$ cat src/rtl/assert_macros.svh
// assertion macros included by indexed_ordered_list_top
`ifndef ASSERT_MACROS_SVH
`define ASSERT_MACROS_SVH
`ifndef NO_ASSERTIONS
`define ASSERT_IMPLIES(label, clk, rstn, ante, cons) \
  label: assert property (@(posedge clk) disable iff (!rstn) (ante) |-> (cons)) \
    else $error("assertion failed");
`define ASSERT_NEXT(label, clk, rstn, ante, cons) \
  label: assert property (@(posedge clk) disable iff (!rstn) (ante) |=> (cons)) \
    else $error("assertion failed");
`else
`define ASSERT_IMPLIES(label, clk, rstn, ante, cons)
`define ASSERT_NEXT(label, clk, rstn, ante, cons)
`endif
`endif

$ cat src/rtl/iol_pkg.sv
// types, codes and defaults for the indexed ordered list
`timescale 1ns / 1ps
package iol_pkg;
  localparam int CAPACITY_DEF   = 16;
  localparam int VALUE_BITS_DEF = 32;

  localparam logic [2:0] KIND_INSERT    = 3'd0;
  localparam logic [2:0] KIND_APPEND    = 3'd1;
  localparam logic [2:0] KIND_DELETE    = 3'd2;
  localparam logic [2:0] KIND_READ      = 3'd3;
  localparam logic [2:0] KIND_READ_TAIL = 3'd4;

  localparam logic [1:0] ST_DONE  = 2'd0;
  localparam logic [1:0] ST_RANGE = 2'd1;
  localparam logic [1:0] ST_FULL  = 2'd2;

  localparam logic [1:0] CELL_HOLD = 2'd0;
  localparam logic [1:0] CELL_INS  = 2'd1;
  localparam logic [1:0] CELL_DEL  = 2'd2;

  typedef struct packed {
    logic [2:0]        kind;
    logic signed [7:0] position;
    logic [31:0]       handle;
  } in_t;

  typedef struct packed {
    logic [31:0] read_value;
    logic [1:0]  status;
    logic [4:0]  entry_count;
    logic        is_empty;
  } out_t;

  typedef struct packed {
    logic [1:0] op;
    logic       rd_en;
  } cell_ctrl_t;
endpackage

$ cat src/rtl/iol_cell.sv
// one list slot: shifts towards either neighbour and answers indexed reads
`timescale 1ns / 1ps
module iol_cell #(
  parameter int CELL_IDX   = 0,
  parameter int IDX_W      = 4,
  parameter int VALUE_BITS = 32
) (
  input  logic                  clk,
  input  iol_pkg::cell_ctrl_t   ctrl,
  input  logic [IDX_W-1:0]      idx,
  input  logic [VALUE_BITS-1:0] value_in,
  input  logic [VALUE_BITS-1:0] prev_val,
  input  logic [VALUE_BITS-1:0] next_val,
  output logic [VALUE_BITS-1:0] val_o,
  output logic [VALUE_BITS-1:0] rd_o
);
  import iol_pkg::*;

  localparam logic [IDX_W-1:0] MY_IDX = IDX_W'(CELL_IDX);

  logic [VALUE_BITS-1:0] slot_r;
  logic [VALUE_BITS-1:0] slot_nxt;

  always_comb begin
    slot_nxt = slot_r;
    case (ctrl.op)
      CELL_INS: begin
        if (MY_IDX == idx) begin
          slot_nxt = value_in;
        end else if (MY_IDX > idx) begin
          slot_nxt = prev_val;
        end
      end
      CELL_DEL: begin
        // entries at and above the deleted one take their upper neighbour
        if (MY_IDX >= idx) begin
          slot_nxt = next_val;
        end
      end
      default: slot_nxt = slot_r;
    endcase
  end

  always_ff @(posedge clk) begin
    slot_r <= slot_nxt;
  end

  assign val_o = slot_r;
  assign rd_o  = (ctrl.rd_en && (MY_IDX == idx)) ? slot_r : '0;
endmodule

$ cat src/rtl/indexed_ordered_list_top.sv
// indexed ordered list: decode, count and a chain of slot cells
// a result strobes on out_valid in the cycle after start is taken
// throughput: one transaction per cycle, busy is never raised
// every operation is applied across all cells in parallel
// reset clears the entry count and the result strobe; slots stay unwritten
// results cannot be stalled, so each one is shown for one cycle only
`timescale 1ns / 1ps
`include "assert_macros.svh"
module indexed_ordered_list_top #(
  parameter int CAPACITY   = iol_pkg::CAPACITY_DEF,
  parameter int VALUE_BITS = iol_pkg::VALUE_BITS_DEF
) (
  input  logic          clk,
  input  logic          rst_n,
  input  logic          start,
  output logic          busy,
  input  iol_pkg::in_t  in_item,
  output logic          out_valid,
  output iol_pkg::out_t out_item
);
  import iol_pkg::*;

  localparam int CW    = $clog2(CAPACITY + 1);
  localparam int IDX_W = $clog2(CAPACITY);
  localparam int PW    = CW + 7;

  logic [CW-1:0]         count_r, count_nxt;
  logic                  out_valid_r;
  out_t                  out_r, out_nxt;
  logic [1:0]            status_nxt;
  cell_ctrl_t            ctrl;
  logic [IDX_W-1:0]      idx;
  logic [VALUE_BITS-1:0] value_in;
  logic [VALUE_BITS-1:0] vals  [CAPACITY];
  logic [VALUE_BITS-1:0] rds   [CAPACITY];
  logic [VALUE_BITS-1:0] rd_bus;
  logic                  accept;
  logic [PW-1:0]         pos_ext, cnt_ext, ins_pos;
  logic                  pos_neg, in_range, full;
  logic [CW-1:0]         cnt_m1;
  logic [VALUE_BITS+31:0] handle_wide;
  logic [VALUE_BITS+31:0] rd_wide;
  logic [CW+4:0]         cnt_wide;

  assign busy   = 1'b0;
  assign accept = start && !busy;

  assign pos_neg     = in_item.position[7];
  assign pos_ext     = {{CW{1'b0}}, in_item.position[6:0]};
  assign cnt_ext     = {7'b0, count_r};
  assign in_range    = !pos_neg && (pos_ext < cnt_ext);
  assign full        = (count_r == CW'(CAPACITY));
  assign cnt_m1      = count_r - CW'(1);
  assign handle_wide = {{VALUE_BITS{1'b0}}, in_item.handle};
  assign value_in    = handle_wide[VALUE_BITS-1:0];

  always_comb begin
    ctrl.op    = CELL_HOLD;
    ctrl.rd_en = 1'b0;
    idx        = '0;
    count_nxt  = count_r;
    ins_pos    = '0;
    status_nxt = ST_DONE;
    case (in_item.kind)
      KIND_INSERT, KIND_APPEND: begin
        // negative insert positions clamp to the head
        if (in_item.kind == KIND_APPEND) begin
          ins_pos = cnt_ext;
        end else if (!pos_neg) begin
          ins_pos = pos_ext;
        end
        if (ins_pos > cnt_ext) begin
          status_nxt = ST_RANGE;
        end else if (full) begin
          status_nxt = ST_FULL;
        end else begin
          ctrl.op   = CELL_INS;
          idx       = ins_pos[IDX_W-1:0];
          count_nxt = count_r + CW'(1);
        end
      end
      KIND_DELETE: begin
        if (in_range) begin
          ctrl.op   = CELL_DEL;
          idx       = pos_ext[IDX_W-1:0];
          count_nxt = cnt_m1;
        end else begin
          status_nxt = ST_RANGE;
        end
      end
      KIND_READ: begin
        if (in_range) begin
          ctrl.rd_en = 1'b1;
          idx        = pos_ext[IDX_W-1:0];
        end else begin
          status_nxt = ST_RANGE;
        end
      end
      KIND_READ_TAIL: begin
        if (count_r != '0) begin
          ctrl.rd_en = 1'b1;
          idx        = cnt_m1[IDX_W-1:0];
        end
      end
      default: ctrl.op = CELL_HOLD;
    endcase
    if (!accept) begin
      ctrl.op    = CELL_HOLD;
      ctrl.rd_en = 1'b0;
      count_nxt  = count_r;
    end
  end

  // only the addressed cell drives a non-zero read word
  always_comb begin
    rd_bus = '0;
    for (int i = 0; i < CAPACITY; i++) begin
      rd_bus = rd_bus | rds[i];
    end
  end

  assign rd_wide  = {32'b0, rd_bus};
  assign cnt_wide = {5'b0, count_nxt};

  always_comb begin
    out_nxt.read_value  = rd_wide[31:0];
    out_nxt.status      = status_nxt;
    out_nxt.entry_count = cnt_wide[4:0];
    out_nxt.is_empty    = (count_nxt == '0);
  end

  for (genvar g = 0; g < CAPACITY; g++) begin : g_cell
    logic [VALUE_BITS-1:0] prev_v, next_v;
    if (g == 0) begin : g_head
      assign prev_v = '0;
    end else begin : g_mid
      assign prev_v = vals[g-1];
    end
    if (g == CAPACITY - 1) begin : g_tail
      assign next_v = '0;
    end else begin : g_body
      assign next_v = vals[g+1];
    end
    iol_cell #(
      .CELL_IDX   (g),
      .IDX_W      (IDX_W),
      .VALUE_BITS (VALUE_BITS)
    ) u_cell (
      .clk      (clk),
      .ctrl     (ctrl),
      .idx      (idx),
      .value_in (value_in),
      .prev_val (prev_v),
      .next_val (next_v),
      .val_o    (vals[g]),
      .rd_o     (rds[g])
    );
  end

  always_ff @(posedge clk) begin
    if (!rst_n) begin
      count_r     <= '0;
      out_valid_r <= 1'b0;
    end else begin
      count_r     <= count_nxt;
      out_valid_r <= accept;
    end
  end

  always_ff @(posedge clk) begin
    if (accept) begin
      out_r <= out_nxt;
    end
  end

  assign out_valid = out_valid_r;
  assign out_item  = out_r;

  `ASSERT_NEXT(a_accept_strobes, clk, rst_n, accept, out_valid)
  `ASSERT_NEXT(a_no_spurious_result, clk, rst_n, !accept, !out_valid)
  `ASSERT_IMPLIES(a_count_bound, clk, rst_n, 1'b1, count_r <= CW'(CAPACITY))
  `ASSERT_IMPLIES(a_full_means_full, clk, rst_n, out_valid && out_item.status == ST_FULL, count_r == CW'(CAPACITY))
  `ASSERT_IMPLIES(a_empty_reads_zero, clk, rst_n, out_valid && out_item.is_empty, out_item.read_value == '0)
  `ASSERT_IMPLIES(a_empty_flag, clk, rst_n, out_valid, out_item.is_empty == (count_r == '0))
endmodule
$ cat config.mk
export PLATFORM = sky130hd
export DESIGN_NAME = indexed_ordered_list_top
export DESIGN_NICKNAME = d
export VERILOG_FILES = /design/src/rtl/iol_pkg.sv /design/src/rtl/iol_cell.sv /design/src/rtl/indexed_ordered_list_top.sv
export VERILOG_INCLUDE_DIRS = /design/src /design/src/rtl
export SDC_FILE = /design/constraint.sdc
export NUM_CORES = 1
export LEC_CHECK = 0
export ABC_CLOCK_PERIOD_IN_PS = 9650
export BUFFER_PORTS_ARGS = -buffer_cell sky130_fd_sc_hd__buf_2
export CAP_MARGIN = 30
export CORE_MARGIN = 10
export CORE_UTILIZATION = 43
export CTS_CLUSTER_SIZE = 24
export DETAILED_ROUTE_END_ITERATION = 8
export PLACE_DENSITY = 0.56
export SLEW_MARGIN = 25
export SYNTH_ARGS = -nofsm -noshare
export SYNTH_HDL_FRONTEND = slang
export SYNTH_SLANG_ARGS = --single-unit
$ cat constraint.sdc
create_clock -name clk -period 9.65 [get_ports clk]
set_input_delay 0.4825 -clock clk [delete_from_list [all_inputs] [get_ports clk]]
set_output_delay 0.4825 -clock clk [all_outputs]
set_load 0.05 [all_outputs]
==> results.json <==
{
  "status": "finished clean",
  "cts_setup_buffers": 0,
  "setup-tns-final_ps": 0,
  "synthesis.area_um2": 32100,
  "synth_top_cells_by_area": "edfxtp_1 (52%), mux2i_1 (16%), nand2_1 (7.2%)",
  "hold_ws_ps": 152,
  "fin_skew_ps": 24.2,
  "finalPower_w": 0.00556,
  "antenna_left": 0,
  "finalMaxSlewViolations": 0,
  "postLayoutCoreUtil_pct": 47.8,
  "endpoint_kind": "flop",
  "track_usage_pct": 27.3,
  "final_common_cell": "nand2_1",
  "ios": 88,
  "postCtsResizedCells": 0,
  "syn2layout_area_growth_pct": 10.5,
  "die_area_um2": 85900,
  "clk_latency_ps": 620,
  "antenna_found_initial": 5,
  "fp-row-count": 100,
  "clock-sinks": 558,
  "synth_nets": 3058,
  "vias": 25900,
  "critPathMaxFanout": 87,
  "cts_buffers": 66,
  "synth_top_flop_cell": "edfxtp_1",
  "initial_core_util_pct": 43.2,
  "yosys.area.top_type": "edfxtp_1",
  "synthMuxAreaShare_pct": 16.5,
  "hold_violations": 0,
  "synth_top_family_by_area": "multiplexers",
  "power.density_nw_per_um2": 157,
  "start_kind": "input pin",
  "io_buffers": 86,
  "ir_drop_mv": 0.122,
  "place.gp.congestion": 0.888,
  "synth-compound-area-share_pct": 15.8,
  "drt_iter0_markers": 3534,
  "min_period_ps": 6050,
  "clockBufferDepth": 3,
  "cts_root_buf": "clkbuf_16",
  "die_height_um": 293,
  "drc_errors": 0,
  "path_clk_slew_ps": 60,
  "slew_headroom_pct": 25.3,
  "drtPass1Iterations": 6,
  "drive_gt1_share_pct": 11.3,
  "hold_class": "input pin to flop",
  "dieWidth_um": 293,
  "grt_max_degree": 269,
  "synthSimpleGateAreaFrac_pct": 10.6,
  "wl_mm": 121,
  "syn_area_per_cell_um2": 10.7,
  "ys_seq_elements": 558,
  "grt.overflow.total": 0,
  "synth_edf_count": 552,
  "leakagePower_nw": 12.4,
  "rsz0062_at_grt": "false",
  "synth.top_cell.area_share_pct": 51.7,
  "htree_levels": 3,
  "max_clock_freq_mhz": 165,
  "mostFrequentLayoutCells": "nand2_1 (611), edfxtp_1 (552), mux2i_1 (521), o21ai_0 (329), o21ai_1 (135)",
  "core_area_um2": 74200,
  "cts_tree": "built",
  "dp_hpwl_mm": 71.9,
  "fillers": 6853,
  "synthAdderAreaFrac_pct": 0.507,
  "grt_first_pass_wirelength_mm": 174,
  "crit_arrival_ps": 6290,
  "crit_type": "input pin to flop",
  "via_per_inst": 6.49,
  "setup_viol": 0,
  "synthArstFlopShare_pct": 0,
  "seq_area_frac_synth_pct": 52.1,
  "synth.distinct_cells": 72,
  "grt_pass1_vias": 24500,
  "wl_per_cell_um": 30.4,
  "yosys_warnings": 0,
  "synth_cells": 2999,
  "fin_nets": 3028,
  "cts_hold_buf": 0,
  "worstMarginPinSlew_ps": 1120,
  "maxCapViolCount": 0,
  "synth_xor_area_share_pct": 0.109,
  "required_ps": 9890,
  "period_share_pct": 62.7
}
==> state kept, by name, summed over array words and instances, names as in the netlist <==
register / cells
count_r: 5
g_cell.u_cell.val_o: 512
out_item: 40
out_valid: 1
==> cell families (layout without fill, tap and decap cells) <==
kind of cell / Yosys count / in the layout
flops: 558 / 558
other cells: 1 / 3
xor+xnor: 4 / 4
simple gates: 791 / 791
compound gates: 809 / 809
mux: 529 / 529
fa+ha+maj: 13 / 13
buf+inv: 294 / 308
==> stage by stage <==
stage	setup slack [ps]	area [µm²]	instances
4_1_cts	3510	35400	3980
6_report	3600	35400	3984
2_1_floorplan	4090	32100	2999
3_3_place_gp	2980	33300	3864
3_5_place_dp	2880	33400	3868
5_1_grt	3370	35400	3982
==> synthesized netlist by cell type (10+ instances only) <==
| cell | instances |
|---|---|
| nand2_1 | 614 |
| edfxtp_1 | 552 |
| mux2i_1 | 521 |
| o21ai_0 | 329 |
| clkbuf_1 | 167 |
| o21ai_1 | 135 |
| a21oi_1 | 96 |
| buf_2 | 50 |
| nand3_1 | 46 |
| a22o_1 | 44 |
| buf_4 | 40 |
| a221oi_1 | 37 |
| nor2_1 | 31 |
| a22oi_1 | 23 |
| inv_1 | 23 |
| o22ai_1 | 22 |
| o2bb2ai_1 | 17 |
| nor3_1 | 16 |
| nand4_1 | 15 |
| a2111oi_0 | 14 |
| a32o_1 | 14 |
| buf_6 | 14 |
| ha_1 | 13 |
| a222oi_1 | 12 |
| and2_1 | 11 |
| and3_1 | 10 |
==> routing by layer <==
layer	global-route usage [%]	vias up	wire, µm
li1	-	11200	-
met1	37.9	12800	50100
met2	41.7	1565	53400
met3	4.78	277	12400
met4	11.6	4	5240
met5	0	-	21
==> area by class of cell <==
cell class              count  area (µm²)  area share, %
diodes                      2        5.00         0.0141
clock buffers              83        1740           4.90
clock inverters            29         235          0.664
inverters                  23        86.3          0.244
multi-input cells        2147       14300           40.3
flip-flops and latches    558       16700           47.1
well taps                 969        1210           3.42
repair buffers            173        1180           3.33
==> worst max-delay path, cell delays in order <==
cell      delay (ps)
buf_2            160
nor3b_2          570
o21ai_0          360
ha_1             390
nor2b_1          140
o2111a_1         280
nor4_4           450
buf_4            280
a221oi_4          90
buf_12           300
nor2_1           450
nand2_4          650
a21oi_4         1020
buf_4            570
==> path summary, 6_finish.rpt <==
kind,from,to,slack (ps),cells past startpoint
worst max-delay path,in_item[41],g_cell[8].u_cell.val_o[11],3600,14
worst min-delay path,rst_n,out_valid,150,2
worst min register to register,g_cell[15].u_cell.val_o[2],g_cell[14].u_cell.val_o[2],570,2
worst max register to register,count_r[3],g_cell[8].u_cell.val_o[11],3790,13
==> report_power, final <==
group | switching [W] | internal [W]
Sequential | 0.0000480 | 0.00273
Combinational | 0.000281 | 0.000110
Clock | 0.00106 | 0.00133
Total | 0.00139 | 0.00417
No activity file was read; power rests on OpenSTA's default activity.
